==> src/hw/rtl/jdc_pkg.sv <==
`default_nettype none
package jdc_pkg;

   localparam int JdWidth   = 55;
   localparam int FracWidth = 32;
   localparam int DayWidth  = 24;
   localparam int Stages    = 8;

   localparam logic [FracWidth-1:0] HalfDay    = 32'h8000_0000;
   localparam logic [DayWidth-1:0]  GregStart  = 24'd2299161;
   localparam logic [25:0]          AlphaBias  = 26'd7468865;
   localparam logic [23:0]          BOffset    = 24'd1524;
   localparam logic [27:0]          CBias      = 28'd2442;
   localparam logic [25:0]          DMul       = 26'd1461;
   localparam logic [15:0]          YearOffMar = 16'd4716;
   localparam logic [15:0]          YearOffJan = 16'd4715;
   localparam logic [16:0]          SecPerDay  = 17'd86400;
   localparam logic [16:0]          SecPerHour = 17'd3600;
   localparam logic [11:0]          SecPerMin  = 12'd60;
   localparam logic [6:0]           Century    = 7'd100;
   localparam logic [2:0]           WeekLen    = 3'd7;

   // reciprocal multipliers: floor(n / d) = (n * ceil(2^s / d)) >> s, 2^s > nmax * d
   localparam int          AlphaShift = 43;
   localparam logic [25:0] AlphaMul   = 26'(((64'd1 << AlphaShift) + 64'd146096) / 64'd146097);
   localparam int          CentShift  = 41;
   localparam logic [28:0] CentMul    = 29'(((64'd1 << CentShift) + 64'd7304) / 64'd7305);
   localparam int          WeekShift  = 27;
   localparam logic [24:0] WeekMul    = 25'(((64'd1 << WeekShift) + 64'd6) / 64'd7);
   localparam int          HourShift  = 29;
   localparam logic [17:0] HourMul    = 18'(((64'd1 << HourShift) + 64'd3599) / 64'd3600);
   localparam int          MinShift   = 18;
   localparam logic [12:0] MinMul     = 13'(((64'd1 << MinShift) + 64'd59) / 64'd60);
   localparam int          YearShift  = 22;
   localparam logic [15:0] YearMul    = 16'(((64'd1 << YearShift) + 64'd99) / 64'd100);

   typedef logic [8:0] tbl_type [16];
   typedef logic [8:0] th_type [15];

   // floor(30.6001 * e)
   function automatic tbl_type build_day_base();
      tbl_type t;
      for (int i = 0; i < 16; i++) begin
         t[i] = 9'((306001 * i) / 10000);
      end
      return t;
   endfunction

   // ceil(30.6001 * (i + 1)): e is the count of thresholds reached
   function automatic th_type build_e_thresh();
      th_type t;
      for (int i = 0; i < 15; i++) begin
         t[i] = 9'((306001 * (i + 1) + 9999) / 10000);
      end
      return t;
   endfunction

   // floor(275 * m / 9)
   function automatic tbl_type build_month_base();
      tbl_type t;
      for (int i = 0; i < 16; i++) begin
         t[i] = 9'((275 * i) / 9);
      end
      return t;
   endfunction

   localparam tbl_type DayBase   = build_day_base();
   localparam th_type  EThresh   = build_e_thresh();
   localparam tbl_type MonthBase = build_month_base();

   typedef struct packed {
      logic signed [15:0] year;
      logic [3:0]         month;
      logic [4:0]         day;
      logic [2:0]         weekday;
      logic [8:0]         doy;
      logic               greg;
   } date_type;

   typedef struct packed {
      logic [4:0] hour;
      logic [5:0] minute;
      logic [5:0] second;
   } time_type;

endpackage
`default_nettype wire

==> src/hw/rtl/jdc_date.sv <==
`default_nettype none
module jdc_date (
   input  wire logic                          clock,
   input  wire logic [jdc_pkg::DayWidth-1:0]  z,
   output jdc_pkg::date_type                  date_out
);
   import jdc_pkg::*;

   // stage 2
   logic [25:0] num_a;
   logic [23:0] zp1;
   logic [50:0] s2_pa_in, s2_pa_ff;
   logic [48:0] s2_pw_in, s2_pw_ff;
   logic [23:0] s2_z_ff;
   logic [2:0]  s2_zp1_ff;
   logic        s2_greg_in, s2_greg_ff;

   // stage 3
   logic [7:0]  alpha;
   logic [21:0] wk_q;
   logic [23:0] a_val;
   logic [23:0] s3_b_in, s3_b_ff;
   logic [2:0]  s3_wd_in, s3_wd_ff;
   logic        s3_greg_ff;

   // stage 4
   logic [27:0] cnum;
   logic [56:0] s4_pc_in, s4_pc_ff;
   logic [23:0] s4_b_ff;
   logic [2:0]  s4_wd_ff;
   logic        s4_greg_ff;

   // stage 5
   logic [25:0] d_prod;
   logic [23:0] bd_full;
   logic [14:0] s5_c_in, s5_c_ff;
   logic [8:0]  s5_bd_in, s5_bd_ff;
   logic [2:0]  s5_wd_ff;
   logic        s5_greg_ff;

   // stage 6
   logic [14:0] e_ge;
   logic [3:0]  e_val;
   logic [3:0]  s6_month_in, s6_month_ff;
   logic [4:0]  s6_day_in, s6_day_ff;
   logic [15:0] s6_year_in, s6_year_ff;
   logic [2:0]  s6_wd_ff;
   logic        s6_greg_ff;

   // stage 7
   logic [30:0] s7_py_in, s7_py_ff;
   logic [3:0]  s7_month_ff;
   logic [4:0]  s7_day_ff;
   logic [15:0] s7_year_ff;
   logic [2:0]  s7_wd_ff;
   logic        s7_greg_ff;

   // stage 8
   logic [8:0]  q100;
   logic [6:0]  q100_x;
   logic        is4, is100, is400, leap;
   logic [8:0]  doy_adj;
   date_type    s8_date_in, s8_date_ff;

   always_comb begin
      num_a      = {z, 2'b00} - AlphaBias;
      zp1        = z + 24'd1;
      s2_pa_in   = 51'(num_a[24:0]) * 51'(AlphaMul);
      s2_pw_in   = 49'(zp1) * 49'(WeekMul);
      s2_greg_in = z >= GregStart;
   end

   always_comb begin
      alpha    = s2_pa_ff[AlphaShift +: 8];
      wk_q     = s2_pw_ff[WeekShift +: 22];
      a_val    = s2_greg_ff ? s2_z_ff + 24'd1 + 24'(alpha) - 24'(alpha[7:2]) : s2_z_ff;
      s3_b_in  = a_val + BOffset;
      s3_wd_in = s2_zp1_ff - 3'(wk_q[2:0] * WeekLen);
   end

   always_comb begin
      cnum     = {s3_b_ff, 4'b0000} + 28'({s3_b_ff, 2'b00}) - CBias;
      s4_pc_in = 57'(cnum) * 57'(CentMul);
   end

   always_comb begin
      s5_c_in  = s4_pc_ff[CentShift +: 15];
      d_prod   = 26'(s5_c_in) * DMul;
      bd_full  = s4_b_ff - d_prod[25:2];
      s5_bd_in = bd_full[8:0];
   end

   always_comb begin
      for (int i = 0; i < 15; i++) begin
         e_ge[i] = s5_bd_ff >= EThresh[i];
      end
      e_val       = 4'($countones(e_ge));
      s6_day_in   = 5'(s5_bd_ff - DayBase[e_val]);
      s6_month_in = (e_val < 4'd14) ? e_val - 4'd1 : e_val - 4'd13;
      s6_year_in  = {1'b0, s5_c_ff} - ((s6_month_in > 4'd2) ? YearOffMar : YearOffJan);
   end

   always_comb begin
      s7_py_in = 31'(s6_year_ff[14:0]) * 31'(YearMul);
   end

   always_comb begin
      q100    = s7_py_ff[YearShift +: 9];
      q100_x  = 7'(q100[6:0] * Century);
      is4     = s7_year_ff[1:0] == 2'b00;
      is100   = s7_year_ff[6:0] == q100_x;
      is400   = is100 && (q100[1:0] == 2'b00);
      leap    = s7_greg_ff ? (is400 || (is4 && !is100)) : is4;
      doy_adj = (s7_month_ff > 4'd2) ? (leap ? 9'd1 : 9'd2) : 9'd0;
      s8_date_in.year    = s7_year_ff;
      s8_date_in.month   = s7_month_ff;
      s8_date_in.day     = s7_day_ff;
      s8_date_in.weekday = s7_wd_ff;
      s8_date_in.doy     = MonthBase[s7_month_ff] + 9'(s7_day_ff) - 9'd31 - doy_adj;
      s8_date_in.greg    = s7_greg_ff;
   end

   always_ff @(posedge clock) begin
      s2_pa_ff    <= s2_pa_in;
      s2_pw_ff    <= s2_pw_in;
      s2_z_ff     <= z;
      s2_zp1_ff   <= zp1[2:0];
      s2_greg_ff  <= s2_greg_in;

      s3_b_ff     <= s3_b_in;
      s3_wd_ff    <= s3_wd_in;
      s3_greg_ff  <= s2_greg_ff;

      s4_pc_ff    <= s4_pc_in;
      s4_b_ff     <= s3_b_ff;
      s4_wd_ff    <= s3_wd_ff;
      s4_greg_ff  <= s3_greg_ff;

      s5_c_ff     <= s5_c_in;
      s5_bd_ff    <= s5_bd_in;
      s5_wd_ff    <= s4_wd_ff;
      s5_greg_ff  <= s4_greg_ff;

      s6_month_ff <= s6_month_in;
      s6_day_ff   <= s6_day_in;
      s6_year_ff  <= s6_year_in;
      s6_wd_ff    <= s5_wd_ff;
      s6_greg_ff  <= s5_greg_ff;

      s7_py_ff    <= s7_py_in;
      s7_month_ff <= s6_month_ff;
      s7_day_ff   <= s6_day_ff;
      s7_year_ff  <= s6_year_ff;
      s7_wd_ff    <= s6_wd_ff;
      s7_greg_ff  <= s6_greg_ff;

      s8_date_ff  <= s8_date_in;
   end

   assign date_out = s8_date_ff;

endmodule
`default_nettype wire

==> src/hw/rtl/jdc_time.sv <==
`default_nettype none
module jdc_time (
   input  wire logic                           clock,
   input  wire logic [jdc_pkg::FracWidth-1:0]  f,
   output jdc_pkg::time_type                   time_out
);
   import jdc_pkg::*;

   logic [48:0] s2_ps_in, s2_ps_ff;
   logic [48:0] secs_sum;
   logic [16:0] s3_secs_ff;
   logic [34:0] s4_ph_in, s4_ph_ff;
   logic [16:0] s4_secs_ff;
   logic [16:0] h_secs;
   logic [4:0]  s5_hour_in, s5_hour_ff;
   logic [11:0] s5_rem_in, s5_rem_ff;
   logic [24:0] s6_pm_in, s6_pm_ff;
   logic [4:0]  s6_hour_ff;
   logic [11:0] s6_rem_ff;
   logic [11:0] m_secs;
   time_type    s7_time_in, s7_time_ff, s8_time_ff;

   always_comb begin
      s2_ps_in   = 49'(f) * 49'(SecPerDay);
      secs_sum   = s2_ps_ff + 49'(HalfDay);
      s4_ph_in   = 35'(s3_secs_ff) * 35'(HourMul);
      s5_hour_in = s4_ph_ff[HourShift +: 5];
      h_secs     = 17'(s5_hour_in) * SecPerHour;
      s5_rem_in  = s4_secs_ff[11:0] - h_secs[11:0];
      s6_pm_in   = 25'(s5_rem_ff) * 25'(MinMul);
      s7_time_in.hour   = s6_hour_ff;
      s7_time_in.minute = s6_pm_ff[MinShift +: 6];
      m_secs            = 12'(s7_time_in.minute) * SecPerMin;
      s7_time_in.second = s6_rem_ff[5:0] - m_secs[5:0];
   end

   always_ff @(posedge clock) begin
      s2_ps_ff   <= s2_ps_in;
      s3_secs_ff <= secs_sum[48:32];
      s4_ph_ff   <= s4_ph_in;
      s4_secs_ff <= s3_secs_ff;
      s5_hour_ff <= s5_hour_in;
      s5_rem_ff  <= s5_rem_in;
      s6_pm_ff   <= s6_pm_in;
      s6_hour_ff <= s5_hour_ff;
      s6_rem_ff  <= s5_rem_ff;
      s7_time_ff <= s7_time_in;
      s8_time_ff <= s7_time_ff;
   end

   assign time_out = s8_time_ff;

endmodule
`default_nettype wire

==> src/hw/rtl/julian_day_to_calendar_date.sv <==
`default_nettype none
// channel   ports                        handshake
// request   req_julian_date              start && !busy
// result    rsp_year .. rsp_is_gregorian rsp_valid, one cycle, no backpressure
//
// Eight register stages; a request may enter every cycle and its result
// reaches the result ports when it leaves the last stage. Latency is
// set by the chain of reciprocal multiplies in the date path (alpha,
// century, year/100).
// busy is always low. Reset clears the valid bits only.
// The receiver cannot stall, so the pipeline never holds.
module julian_day_to_calendar_date (
   input  wire logic                         clock,
   input  wire logic                         reset,
   input  wire logic                         start,
   output      logic                         busy,
   input  wire logic [jdc_pkg::JdWidth-1:0]  req_julian_date,
   output      logic                         rsp_valid,
   output      logic signed [15:0]           rsp_year,
   output      logic [3:0]                   rsp_month,
   output      logic [4:0]                   rsp_day_of_month,
   output      logic [4:0]                   rsp_hour,
   output      logic [5:0]                   rsp_minute,
   output      logic [5:0]                   rsp_second,
   output      logic [2:0]                   rsp_weekday,
   output      logic [8:0]                   rsp_day_of_year,
   output      logic                         rsp_is_gregorian
);
   import jdc_pkg::*;

   logic                  accept;
   logic [Stages:1]       vld_in, vld_ff;
   logic [JdWidth:0]      shifted;
   logic [DayWidth-1:0]   s1_z_ff;
   logic [FracWidth-1:0]  s1_f_ff;
   date_type              date;
   time_type              tod;

   assign busy    = 1'b0;
   assign accept  = start && !busy;
   assign vld_in  = {vld_ff[Stages-1:1], accept};
   assign shifted = (JdWidth+1)'(req_julian_date) + (JdWidth+1)'(HalfDay);

   always_ff @(posedge clock) begin
      if (reset) begin
         vld_ff <= '0;
      end else begin
         vld_ff <= vld_in;
      end
   end

   always_ff @(posedge clock) begin
      s1_z_ff <= shifted[JdWidth:FracWidth];
      s1_f_ff <= shifted[FracWidth-1:0];
   end

   jdc_date u_date (
      .clock    (clock),
      .z        (s1_z_ff),
      .date_out (date)
   );

   jdc_time u_time (
      .clock    (clock),
      .f        (s1_f_ff),
      .time_out (tod)
   );

   assign rsp_valid        = vld_ff[Stages];
   assign rsp_year         = date.year;
   assign rsp_month        = date.month;
   assign rsp_day_of_month = date.day;
   assign rsp_hour         = tod.hour;
   assign rsp_minute       = tod.minute;
   assign rsp_second       = tod.second;
   assign rsp_weekday      = date.weekday;
   assign rsp_day_of_year  = date.doy;
   assign rsp_is_gregorian = date.greg;

endmodule
`default_nettype wire

==> config.mk <==
export PLATFORM = sky130hd
export DESIGN_NAME = julian_day_to_calendar_date
export DESIGN_NICKNAME = d
export VERILOG_FILES = /design/src/hw/rtl/jdc_pkg.sv /design/src/hw/rtl/jdc_date.sv /design/src/hw/rtl/jdc_time.sv /design/src/hw/rtl/julian_day_to_calendar_date.sv
export SDC_FILE = /design/constraint.sdc
export NUM_CORES = 2
export LEC_CHECK = 0
export BUFFER_PORTS_ARGS = -buffer_cell sky130_fd_sc_hd__buf_2
export CORE_MARGIN = 2
export CORE_UTILIZATION = 55
export CTS_CLUSTER_SIZE = 24
export DETAILED_ROUTE_END_ITERATION = 7
export PLACE_DENSITY = 0.79
export SLEW_MARGIN = 20
export SYNTH_ARGS = -nofsm -noshare
export SYNTH_HDL_FRONTEND = slang
export SYNTH_SLANG_ARGS = --single-unit
==> constraint.sdc <==
create_clock -name clock -period 10.35 [get_ports clock]
set_clock_uncertainty 0.2 [all_clocks]
set_input_delay 0.5175 -clock clock [delete_from_list [all_inputs] [get_ports clock]]
set_output_delay 0.5175 -clock clock [all_outputs]
set_load 0.02 [all_outputs]
==> results by group <==
STA
  • Relative slew margins: 0.244
  • Final slew viol count: 0
  • Final setup viols: 0
  • Tightest Pin Transition: 1.13 ns
  • Final min period: slightly above 10 ns
  • Final hold slack: 0.0927 ns
  • Highest clock rate: 99.0 MHz
  • Count of final hold-check violations: 0
  • Fin crit share: 0.976

Critical path
  • CP peak stage delay: around 0.57 ns
  • Critical-path top delay cell: fa_1
  • Critical path class: register to register
  • Crit path arrival time: between 10 and 15 ns
  • WP data required: 10.68 ns
  • Reg2Reg Capture Point: u_date.s4_pc_ff[55]
  • CP dominant cell by count: inv_1
  • CP Launch Type: register
  • R2r setup slk: between 0.2 and 0.25 ns
  • Worst Path Max Fanout: 7
  • R2r startpoint: u_date.s3_b_ff[1]
  • CP Capture Type: register
  • Reg2Reg Depth: 40

Min path
  • WHS Path Cells: 0
  • Worst Hold Class: register to register
  • Hold Startpoint: u_time.s7_time_ff[3]
  • Hold endpoint: u_time.time_out[3]

Floorplan
  • Die ar.: 108,000 sq um
  • Initial Util: 0.552
  • Chip Height: 329 um
  • Rows: ~120
  • # IOs: 115
  • Total core area: 105,000 sq um
  • Die extent in x: 329 um

Clock tree
  • Clock Path Buffers: 3
  • CTS tree: yes
  • Reg clk slew, reported paths: 0.08 ns
  • Root Driver: clkbuf_16
  • Num Clock Sinks: around 410
  • Clk_lat worst skew: between 0.6 and 0.7 ns
  • Num CTS Buffers: between 40 and 50
  • H-tree lvl count: 2

Synth
  • Synth Warn #: 0
  • Most frequent cell after synthesis: inv_1
  • Ys flop type: dfxtp_1
  • Top cell type's share of synthesized area: 0.308
  • Asr flop ratio synth: 0
  • Top post-synthesis cells by area: fa_1 (31%), ha_1 (27%), dfxtp_1 (14%)
  • Syn nets: 8,033
  • Mapped Cells: 5,830
  • Area of the mapped netlist: 58,000 sq um
  • Library cells used by synthesis: 76
  • Area leader, netlist: fa_1
  • Sequential area share after synthesis: 0.141
  • #FFs+latches synth: around 410
  • Post-synth EDFFs: 0
  • Syn_area_per_cell: 9.94 sq um
  • Top post-synthesis cells by count: inv_1 (1,798), ha_1 (1,254), fa_1 (891)

Routing
  • DR iter-0 viols: 2,010
  • Post-route ant nets: 0
  • Vias: 39,200
  • Drt wl/cell: 17.5 um
  • Routed wire length: 131,000 um
  • DRC Markers: 0
  • Drt first pass iters: 5
  • Via density: 5.21

Run
  • Number of max-cap violations: 0

Place
  • Detailed Place HPWL: 113,000 um
  • Buffers added on ports: 113
  • Inst Count DP: 7,344
  • Placer Congestion: 0.955

Finish
  • Layout Nets: 8,279
  • Layout cells sized above 1: 0.0481
  • Final Util: 0.600
  • Area growth from synthesis to layout: 8.66%
  • Final non-filler cell total: 7,508

GRT
  • First-pass GRT wire length: 216,000 um
  • Vias in the first global route: 42,500
  • Initial antenna violation count: 1
  • Largest net degree at the start of global routing: 56
  • Gr ovfl total: 0
  • Gr usage total: 0.252

Status
  • Status: finished clean
[layer usage]
layer | track usage | up-vias | routed length, um
li1 | - | 18600 | -
met1 | 0.315 | 19300 | 53800
met2 | 0.448 | 1011 | 65600
met3 | 0.0307 | 276 | 6470
met4 | 0.0917 | 0 | 5240
met5 | 0 | - | 0
[worst max-delay path, delay by kind of cell, from the launching register on]
kind            cells  cell delay, ns
compound gates     14            3.54
mux                 1            0.14
buf+inv            10            0.89
flops               1            0.35
simple gates        4            0.51
fa+ha+maj          10            4.15
xor+xnor            1            0.22
[per-stage QoR]
step	instance area [sq um]	setup WS (ns)	TNS [ns]
floorplan	58000	0.0634	0
global placement	60500	0.0611	0
detailed placement	60500	-0.146	-0.146
CTS	62800	0.0180	0
global route	63000	-0.0446	-0.0446
finish	63000	0.246	0
[layout make-up]
class / instances / area (sq um)
multi-input combinational: 3584 / 43000
inverter: 1799 / 6750
sequential: 408 / 8170
clock inverter: 31 / 400
timing repair buffer: 234 / 1640
fill: 8515 / 42000
antenna: 1 / 2.50
clock buffer: 60 / 1300
tap: 1391 / 1740
[sequential cells by signal, indices dropped and copies added (netlist names), 9 cells and up]
signal             flops
s1_f_ff               32
s1_z_ff               24
u_date.date_out       38
u_date.s2_z_ff        24
u_date.s3_b_ff        24
u_date.s4_b_ff         9
u_date.s4_pc_ff       15
u_date.s5_bd_ff        9
u_date.s5_c_ff        15
u_date.s6_year_ff     16
u_date.s7_year_ff     16
u_time.s2_ps_ff       18
u_time.s3_secs_ff     17
u_time.s4_secs_ff     11
u_time.s5_rem_ff      12
u_time.s7_time_ff     17
u_time.time_out       17
[worst max-delay path by stage]
| stage | startpoint | endpoint | cells after the start |
|---|---|---|---|
| after floorplan | u_date.s3_b_ff[0] | u_date.s4_pc_ff[55] | 38 |
| after global placement | u_date.s3_b_ff[1] | u_date.s4_pc_ff[55] | 40 |
| after detailed placement | u_date.s3_b_ff[1] | u_date.s4_pc_ff[55] | 40 |
| after CTS | u_date.s3_b_ff[1] | u_date.s4_pc_ff[55] | 40 |
| after global routing | u_date.s3_b_ff[1] | u_date.s4_pc_ff[55] | 40 |
| final | u_date.s3_b_ff[1] | u_date.s4_pc_ff[55] | 40 |
[placed cells by master (no fill, tap or decap), types with 14 or more instances in the layout]
cell type      count
o21bai_1          28
ha_1            1253
dfxtp_1          405
a21oi_1          154
clkbuf_16         49
nand2_1          122
fa_1             889
o211ai_1          23
dlygate4sd3_1     65
a21o_1           101
buf_4             56
xor2_1            93
nand2b_1          25
a31oi_1           18
o21a_1            23
a211oi_1          22
nand4_1           43
nor2b_1           32
nand3_1           71
xnor2_1          207
o21ai_0           87
nor3_1            41
and3_1            27
buf_2            113
nor2_1           136
and2_1            14
inv_1           1797
[what timing repair did]
action | 4_1_cts | 5_1_grt
gates resized for setup | 1 | 19
buffers inserted | 0 | 7
endpoints found under the hold margin | 64 | 0
pin swaps | 0 | 6
endpoints found under the setup margin | 2 | 7
hold buffers | 65 | 0
cloned | 0 | 0
[logic make-up (layout without fill, tap and decap cells)]
family,count (synthesis),after routing,synth area share
DFF,408,408,0.141
and+or+nand+nor,558,558,0.0475
adders and majority gates,2145,2145,0.579
AOI/OAI and AO/OA,559,559,0.0641
xor gates and xnor gates,308,308,0.0474
buffers and inverters,1838,2124,0.119
other,1,2,0.0000647
muxes,13,13,0.00233
Power is not shown: default switching activity piles up to over one toggle a cycle in this logic, so the estimate is an artifact.
